$ cat config.mk
export PLATFORM = sky130hd
export DESIGN_NAME = picture_header_parser
export DESIGN_NICKNAME = d
export VERILOG_FILES = /design/src/hw/rtl/php_pkg.sv /design/src/hw/rtl/picture_header_parser.sv /design/src/hw/rtl/php_ctrl.sv /design/src/hw/rtl/php_datapath.sv
export SDC_FILE = /design/constraint.sdc
export NUM_CORES = 1
export LEC_CHECK = 0
export ABC_CLOCK_PERIOD_IN_PS = 2700
export BUFFER_PORTS_ARGS = -buffer_cell sky130_fd_sc_hd__clkbuf_2
export CORE_AREA = 5 5 87 89
export DETAILED_ROUTE_END_ITERATION = 16
export DIE_AREA = 0 0 92 94
export PLACE_DENSITY = 0.75
export SLEW_MARGIN = 20
export SYNTH_ARGS = -nofsm -noshare
export SYNTH_HDL_FRONTEND = slang
export SYNTH_SLANG_ARGS = --single-unit
$ cat constraint.sdc
create_clock -name clk -period 2.7 [get_ports clk]
set_input_delay 0.135 -clock clk [delete_from_list [all_inputs] [get_ports clk]]
set_output_delay 0.135 -clock clk [all_outputs]
set_load 0.02 [all_outputs]
$ cat src/hw/rtl/php_pkg.sv
// Shared types and constants for the picture header parser.
package php_pkg;

  localparam int HDR_BITS = 17;
  localparam int ROWS_W   = 8;
  localparam int DIV_W    = 4;
  localparam int STEP_W   = 3;

  localparam logic [7:0] CFG_MB_ROWS     = 8'd0;
  localparam logic [7:0] CFG_FLIP_ROUND  = 8'd1;

  localparam logic [1:0] PTYPE_INTRA     = 2'd0;
  localparam logic [1:0] PTYPE_PRED      = 2'd1;

  localparam logic [4:0] SLICE_BASE      = 5'h16;
  localparam logic [2:0] CHROMA_BASE     = 3'd3;
  localparam logic [4:0] REJECT_BITS     = 5'd7;
  localparam logic [STEP_W-1:0] LAST_STEP = 3'd7;

  typedef struct packed {
    logic load;
    logic step;
    logic commit;
  } php_cmd_t;

  typedef struct packed {
    logic out_free;
  } php_status_t;

endpackage

$ cat src/hw/rtl/picture_header_parser.sv
// Picture header parser: reads one picture header per transfer and reports table selects.
// For each header, the window is captured at the transfer in, then the one-bit-per-cycle
// slice height divider runs, and a commit updates the picture state and loads the result
// register. The next header is taken in the cycle after commit, so no new header is taken
// while the previous one is still being divided. A new header
// is taken once the previous one has committed, even while its result still waits
// downstream; commit waits only if that result has not been taken.
// The first header bit sits at bit WINDOW_BITS-1; at most 17 bits are read. Configuration
// writes are taken whenever reset is low; write only while no header is in flight.
module picture_header_parser #(
  parameter int WINDOW_BITS = 32
) (
  input  logic                   clk,
  input  logic                   rst,
  input  logic                   in_valid,
  output logic                   in_ready,
  input  logic [WINDOW_BITS-1:0] header_word,
  output logic                   out_valid,
  input  logic                   out_ready,
  output logic                   header_ok,
  output logic [1:0]             picture_type,
  output logic [4:0]             quantizer,
  output logic [7:0]             slice_rows,
  output logic [1:0]             rl_select_luma,
  output logic [2:0]             rl_select_chroma,
  output logic                   dc_table_select,
  output logic                   mv_table_select,
  output logic                   coded_bit_flag,
  output logic                   rounding,
  output logic [4:0]             bits_used,
  input  logic                   cfg_valid,
  output logic                   cfg_ready,
  input  logic [7:0]             cfg_index,
  input  logic [7:0]             cfg_data
);

  php_pkg::php_cmd_t    cmd;
  php_pkg::php_status_t status;

  assign cfg_ready = !rst;

  php_ctrl u_ctrl (
    .clk      (clk),
    .rst      (rst),
    .in_valid (in_valid),
    .in_ready (in_ready),
    .status   (status),
    .cmd      (cmd)
  );

  php_datapath #(
    .WINDOW_BITS (WINDOW_BITS)
  ) u_datapath (
    .clk              (clk),
    .rst              (rst),
    .header_word      (header_word),
    .cfg_valid        (cfg_valid),
    .cfg_index        (cfg_index),
    .cfg_data         (cfg_data),
    .cmd              (cmd),
    .status           (status),
    .out_valid        (out_valid),
    .out_ready        (out_ready),
    .header_ok        (header_ok),
    .picture_type     (picture_type),
    .quantizer        (quantizer),
    .slice_rows       (slice_rows),
    .rl_select_luma   (rl_select_luma),
    .rl_select_chroma (rl_select_chroma),
    .dc_table_select  (dc_table_select),
    .mv_table_select  (mv_table_select),
    .coded_bit_flag   (coded_bit_flag),
    .rounding         (rounding),
    .bits_used        (bits_used)
  );

endmodule

$ cat src/hw/rtl/php_ctrl.sv
// Controller state machine: accept, divide, commit.
module php_ctrl (
  input  logic                 clk,
  input  logic                 rst,
  input  logic                 in_valid,
  output logic                 in_ready,
  input  php_pkg::php_status_t status,
  output php_pkg::php_cmd_t    cmd
);

  localparam logic [1:0] S_IDLE = 2'd0;
  localparam logic [1:0] S_DIV  = 2'd1;
  localparam logic [1:0] S_DONE = 2'd2;

  logic [1:0]                  state;
  logic [1:0]                  state_next;
  logic [php_pkg::STEP_W-1:0]  cnt;
  logic [php_pkg::STEP_W-1:0]  cnt_next;

  always_comb begin
    state_next = state;
    cnt_next   = cnt;
    cmd        = '0;
    in_ready   = 1'b0;
    case (state)
      S_IDLE: begin
        in_ready = !rst;
        if (in_valid && !rst) begin
          cmd.load   = 1'b1;
          cnt_next   = '0;
          state_next = S_DIV;
        end
      end
      S_DIV: begin
        cmd.step = 1'b1;
        cnt_next = cnt + 1'b1;
        if (cnt == php_pkg::LAST_STEP) begin
          state_next = S_DONE;
        end
      end
      S_DONE: begin
        if (status.out_free) begin
          cmd.commit = 1'b1;
          state_next = S_IDLE;
        end
      end
      default: begin
        state_next = S_IDLE;
      end
    endcase
  end

  always_ff @(posedge clk) begin
    if (rst) begin
      state <= S_IDLE;
      cnt   <= '0;
    end else begin
      state <= state_next;
      cnt   <= cnt_next;
    end
  end

endmodule

$ cat src/hw/rtl/php_datapath.sv
// Datapath: header decode, bit-serial slice divider, picture state and result register.
module php_datapath #(
  parameter int WINDOW_BITS = 32
) (
  input  logic                   clk,
  input  logic                   rst,
  input  logic [WINDOW_BITS-1:0] header_word,
  input  logic                   cfg_valid,
  input  logic [7:0]             cfg_index,
  input  logic [7:0]             cfg_data,
  input  php_pkg::php_cmd_t      cmd,
  output php_pkg::php_status_t   status,
  output logic                   out_valid,
  input  logic                   out_ready,
  output logic                   header_ok,
  output logic [1:0]             picture_type,
  output logic [4:0]             quantizer,
  output logic [7:0]             slice_rows,
  output logic [1:0]             rl_select_luma,
  output logic [2:0]             rl_select_chroma,
  output logic                   dc_table_select,
  output logic                   mv_table_select,
  output logic                   coded_bit_flag,
  output logic                   rounding,
  output logic [4:0]             bits_used
);

  logic [php_pkg::ROWS_W-1:0]   mb_rows;
  logic                         flip_rounding_enable;

  logic [php_pkg::HDR_BITS-1:0] hdr;
  logic [php_pkg::HDR_BITS-1:0] win;
  logic [4:0]                   code;
  logic [php_pkg::DIV_W-1:0]    divisor;
  logic [php_pkg::DIV_W-1:0]    rem;
  logic [php_pkg::ROWS_W-1:0]   quo;
  logic [php_pkg::DIV_W:0]      rem_sh;
  logic                         ge;

  logic                         rounding_bit;
  logic [7:0]                   slice_rows_reg;
  logic                         mv_select_reg;
  logic                         coded_bit_reg;
  logic [1:0]                   rl_luma_reg;
  logic [2:0]                   rl_chroma_reg;
  logic                         dc_select_reg;

  logic                         ok_reg;
  logic [1:0]                   ptype_reg;
  logic [4:0]                   quant_reg;
  logic [4:0]                   bits_reg;

  logic [1:0]                   ptype;
  logic [4:0]                   p;
  logic [4:0]                   q;
  logic [1:0]                   csel;
  logic [1:0]                   lsel;
  logic                         dc_bit;
  logic                         mv_bit;
  logic                         coded_bit;
  logic [4:0]                   bits_next;

  assign win  = header_word[WINDOW_BITS-1 -: php_pkg::HDR_BITS];
  assign code = win[9:5];

  always_ff @(posedge clk) begin
    if (rst) begin
      mb_rows              <= 8'd1;
      flip_rounding_enable <= 1'b0;
    end else if (cfg_valid) begin
      if (cfg_index == php_pkg::CFG_MB_ROWS) begin
        mb_rows <= cfg_data;
      end else if (cfg_index == php_pkg::CFG_FLIP_ROUND) begin
        flip_rounding_enable <= cfg_data[0];
      end
    end
  end

  assign rem_sh = {rem, quo[php_pkg::ROWS_W-1]};
  assign ge     = rem_sh >= {1'b0, divisor};

  always_ff @(posedge clk) begin
    if (cmd.load) begin
      hdr <= win;
      rem <= '0;
      quo <= mb_rows;
      if (code > php_pkg::SLICE_BASE + 5'd1) begin
        divisor <= 4'(code - php_pkg::SLICE_BASE);
      end else begin
        divisor <= 4'd1;
      end
    end else if (cmd.step) begin
      rem <= ge ? 4'(rem_sh - {1'b0, divisor}) : rem_sh[php_pkg::DIV_W-1:0];
      quo <= {quo[php_pkg::ROWS_W-2:0], ge};
    end
  end

  // Bit at header position n is hdr[16 - n].
  always_comb begin
    ptype     = hdr[16:15];
    p         = 5'd0;
    q         = 5'd0;
    csel      = 2'd0;
    lsel      = 2'd0;
    dc_bit    = 1'b0;
    mv_bit    = 1'b0;
    coded_bit = hdr[9];
    bits_next = php_pkg::REJECT_BITS;
    case (ptype)
      php_pkg::PTYPE_INTRA: begin
        if (hdr[4]) begin
          csel = {1'b0, hdr[3]} + 2'd1;
          p    = 5'd14;
        end else begin
          p    = 5'd13;
        end
        if (hdr[5'd16 - p]) begin
          lsel = {1'b0, hdr[5'd15 - p]} + 2'd1;
          q    = p + 5'd2;
        end else begin
          q    = p + 5'd1;
        end
        dc_bit    = hdr[5'd16 - q];
        bits_next = q + 5'd1;
      end
      php_pkg::PTYPE_PRED: begin
        if (hdr[8]) begin
          lsel = {1'b0, hdr[7]} + 2'd1;
          p    = 5'd10;
        end else begin
          p    = 5'd9;
        end
        dc_bit    = hdr[5'd16 - p];
        mv_bit    = hdr[5'd15 - p];
        bits_next = p + 5'd2;
      end
      default: begin
        bits_next = php_pkg::REJECT_BITS;
      end
    endcase
  end

  always_ff @(posedge clk) begin
    if (rst) begin
      rounding_bit   <= 1'b0;
      slice_rows_reg <= 8'd0;
      mv_select_reg  <= 1'b0;
      coded_bit_reg  <= 1'b0;
      rl_luma_reg    <= 2'd0;
      rl_chroma_reg  <= php_pkg::CHROMA_BASE;
      dc_select_reg  <= 1'b0;
    end else if (cmd.commit) begin
      if (ptype == php_pkg::PTYPE_INTRA) begin
        slice_rows_reg <= quo;
        rl_chroma_reg  <= php_pkg::CHROMA_BASE + {1'b0, csel};
        rl_luma_reg    <= lsel;
        dc_select_reg  <= dc_bit;
        rounding_bit   <= 1'b0;
      end else if (ptype == php_pkg::PTYPE_PRED) begin
        coded_bit_reg  <= coded_bit;
        rl_luma_reg    <= lsel;
        rl_chroma_reg  <= php_pkg::CHROMA_BASE + {1'b0, lsel};
        dc_select_reg  <= dc_bit;
        mv_select_reg  <= mv_bit;
        rounding_bit   <= flip_rounding_enable & ~rounding_bit;
      end
    end
  end

  always_ff @(posedge clk) begin
    if (cmd.commit) begin
      ok_reg    <= (ptype == php_pkg::PTYPE_INTRA) || (ptype == php_pkg::PTYPE_PRED);
      ptype_reg <= ptype;
      quant_reg <= hdr[14:10];
      bits_reg  <= bits_next;
    end
  end

  always_ff @(posedge clk) begin
    if (rst) begin
      out_valid <= 1'b0;
    end else if (cmd.commit) begin
      out_valid <= 1'b1;
    end else if (out_ready) begin
      out_valid <= 1'b0;
    end
  end

  assign status.out_free = !out_valid || out_ready;

  assign header_ok        = ok_reg;
  assign picture_type     = ptype_reg;
  assign quantizer        = quant_reg;
  assign bits_used        = bits_reg;
  assign slice_rows       = slice_rows_reg;
  assign rl_select_luma   = rl_luma_reg;
  assign rl_select_chroma = rl_chroma_reg;
  assign dc_table_select  = dc_select_reg;
  assign mv_table_select  = mv_select_reg;
  assign coded_bit_flag   = coded_bit_reg;
  assign rounding         = rounding_bit;

endmodule
==> results.txt <==
CP arrival -> 2.22 ns
Core Region -> 6680 um^2
Max-Cap Viols -> 0
Cell Area, Placed -> 3690 um^2
RSZ-0062 raised after global routing -> false
Iter 0 DRT Violations -> 116
total track usage -> 0.160
TritonCTS clock tree -> built
Design Area, Final -> 4050 um^2
vias post-DR -> 2,404
CP max-delay cell -> nor2_1
clk buf depth -> 2
CP startpoint kind -> flip-flop
Peak VDD IR -> 326 uV
cells after synthesis -> 287
cts hold-fix bufs -> 15
synthesized cell area -> 3260 um^2
#FFs+latches synth -> 78
Storage cell area -> 1980 um^2
post-CTS sizing -> 0
cell chain of the critical path -> nand2b_1, nor2_1, nand4b_1, a21oi_1
relative slew slack -> 0.247
Slew Limit Fails -> 0
largest register by flop count -> u_datapath.hdr
first-pass GRT wire length -> 10,800 um
Final Hold Violating Endpoints -> 0
Pre-antenna DRT Iters -> 4
final WL -> 6560 um
Slew @ Worst Pin -> 1.13 ns
port bufs -> 70
Setup Skew -> 0.0109 ns
worst hold path class -> in -> reg
wire per inst -> 14.3 um
Crit path required time -> 2.97 ns
grt ovf -> 0
P_leak -> 1.66 nW
Area Overhead vs Synth -> 24.1%
ys async rst share -> 0
worst-skew pair later-pin latency -> 0.34 ns
largest net degree at the start of global routing -> 25
Worst Hold Launch -> header_word[22]
RR Startpoint -> u_ctrl.state[0]$_SDFFE_PP0P_
final cycle utilization of the critical path -> 0.722
average cell area after synthesis -> 11.4 um^2
die footprint -> 8650 um^2
post-synthesis cell type count -> 47
TritonCTS buffer count -> 9
FMAX -> 0.513 GHz
pwr dens -> 643 nW/um^2
Seq/Total Area, Yosys -> 0.607
detailed placement HPWL -> 4750 um
row count -> 30
FF-to-FF path depth -> 4
crit end category -> flip-flop
GPL Wtd Cong -> 0.846
initial antenna violation count -> 0
commonest non-fill, non-tap cell in the layout -> clkbuf_2
Clock Sink Count -> 78
width of the die -> 92 um
Largest stage delay, worst path -> 0.88 ns
Ys Warns -> 0
final setup violating endpoints -> 0
H-tree levels -> 3
clock period minus worst slack -> 1.95 ns
worst hold slack -> 0.0213 ns
root buffer cell -> clkbuf_8
Die Ht -> 94 um
Clk pin slew, worst setup/hold paths -> 0.08 ns
Max FO, Critical Path -> 14
Fill cells -> 550
Antenna Cells -> 0
Largest register FFs -> 17
setup TNS -> 0 ns
number of global-route vias before repair -> 2,309
most frequent cells in the layout -> clkbuf_2 (70), edfxtp_1 (42), dfxtp_1 (36), nor2_1 (30), nand2_1 (28)
Routed Antenna Nets -> 0
Multi-input gate area -> 1190 um^2
RR Endpoint -> u_datapath.rounding$_SDFFE_PP0P_
vias per cell -> 5.23
Initial Util -> 0.489
total power -> 2.60 mW
ys flop type -> edfxtp_1
io pins -> 86
final net count -> 439
reg2reg setup slack -> 0.75 ns
DRC -> 0
hold path endpoint -> u_datapath.hdr[7]$_DFFE_PP_
Setup CP Type -> reg -> reg
post-CTS setup buffer count -> 0
Post-synth EDFFs -> 42
hold depth -> 1
layout cells sized above 1 -> 0.266
outcome -> finished, final reports clean
Post-Syn Nets -> 351
per-layer routing:
layer,part of all wire,track usage,vias up
li1,-,-,1209
met1,0.45,0.201,1124
met2,0.48,0.265,63
met3,0.059,0.0489,8
met4,0.014,0.0520,0
met5,0,0,-
through the flow:
stage / utilization / cells / setup slack (ns)
CTS: 0.606 / 460 / 0.744
global route: 0.606 / 460 / 0.608
floorplan: - / 287 / 0.527
finish: 0.606 / 460 / 0.750
global placement: 0.552 / 429 / 0.806
detailed placement: 0.552 / 429 / 0.787
logic make-up after synthesis:
group                    Yosys count  share of synthesized area
AO/OA/AOI/OAI                     59                      0.111
XOR/XNOR                           2                    0.00537
adder cells (fa/ha/maj)           11                     0.0445
buffers and inverters             25                     0.0291
flip-flops                        78                      0.607
multiplexers                      20                     0.0644
AND/OR/NAND/NOR                   92                      0.138
final cells by class:
cell class / count / area share
Clock buffer: 11 / 0.0377
Clock inverter: 5 / 0.0142
Tap cell: 80 / 0.0247
Inverter: 15 / 0.0139
Sequential cell: 78 / 0.489
Multi-Input combinational cell: 184 / 0.293
Timing Repair Buffer: 87 / 0.127
worst max-delay path, delay by kind of cell, from the launching register on:
family / cells / cell delay [ns]
flip-flops: 1 / 0.38
AND/OR/NAND/NOR: 3 / 1.30
AO/OA/AOI/OAI: 1 / 0.18
synthesized netlist by cell type (all sizes together) (2+ instances only):
master   count  area [um^2]
mux2         8         90.1
nand4        2         12.5
o22ai        2         12.5
nand2b       5         31.3
a21boi       2         15.0
inv         15         56.3
nand2       28          105
nor3         8         56.3
o21a         2         15.0
nor2        30          113
edfxtp      42         1260
a2111oi      2         17.5
a22oi        2         15.0
mux2i       12          120
o21ai       16         80.1
ha          10          125
a21oi       21          105
o31ai        2         15.0
nor2b        4         25.0
nand3        5         25.0
dfxtp       36          721
a311oi       2         17.5
clkbuf       9         33.8
report_power, final:
group | total, mW | switching (mW) | internal [mW]
Clock | 0.897 | 0.414 | 0.484
Sequential | 1.37 | 0.0496 | 1.32
Combinational | 0.337 | 0.178 | 0.159
worst max-delay path by stage:
stage / from / end / slack (ns) / depth (start not counted)
final: u_ctrl.state[0]$_SDFFE_PP0P_ / u_datapath.rounding$_SDFFE_PP0P_ / 0.75 / 4
after floorplan: u_ctrl.state[1]$_SDFFE_PP0P_ / u_datapath.divisor[0]$_SDFFCE_PP1P_ / 0.53 / 4
after detailed placement: u_ctrl.state[0]$_SDFFE_PP0P_ / u_datapath.rounding$_SDFFE_PP0P_ / 0.79 / 4
after global routing: u_ctrl.state[0]$_SDFFE_PP0P_ / u_datapath.rounding$_SDFFE_PP0P_ / 0.61 / 4
after CTS: u_ctrl.state[0]$_SDFFE_PP0P_ / u_datapath.rounding$_SDFFE_PP0P_ / 0.74 / 4
after global placement: u_ctrl.state[0]$_SDFFE_PP0P_ / u_datapath.rounding$_SDFFE_PP0P_ / 0.81 / 4
Power figures use the tool's default switching activity.
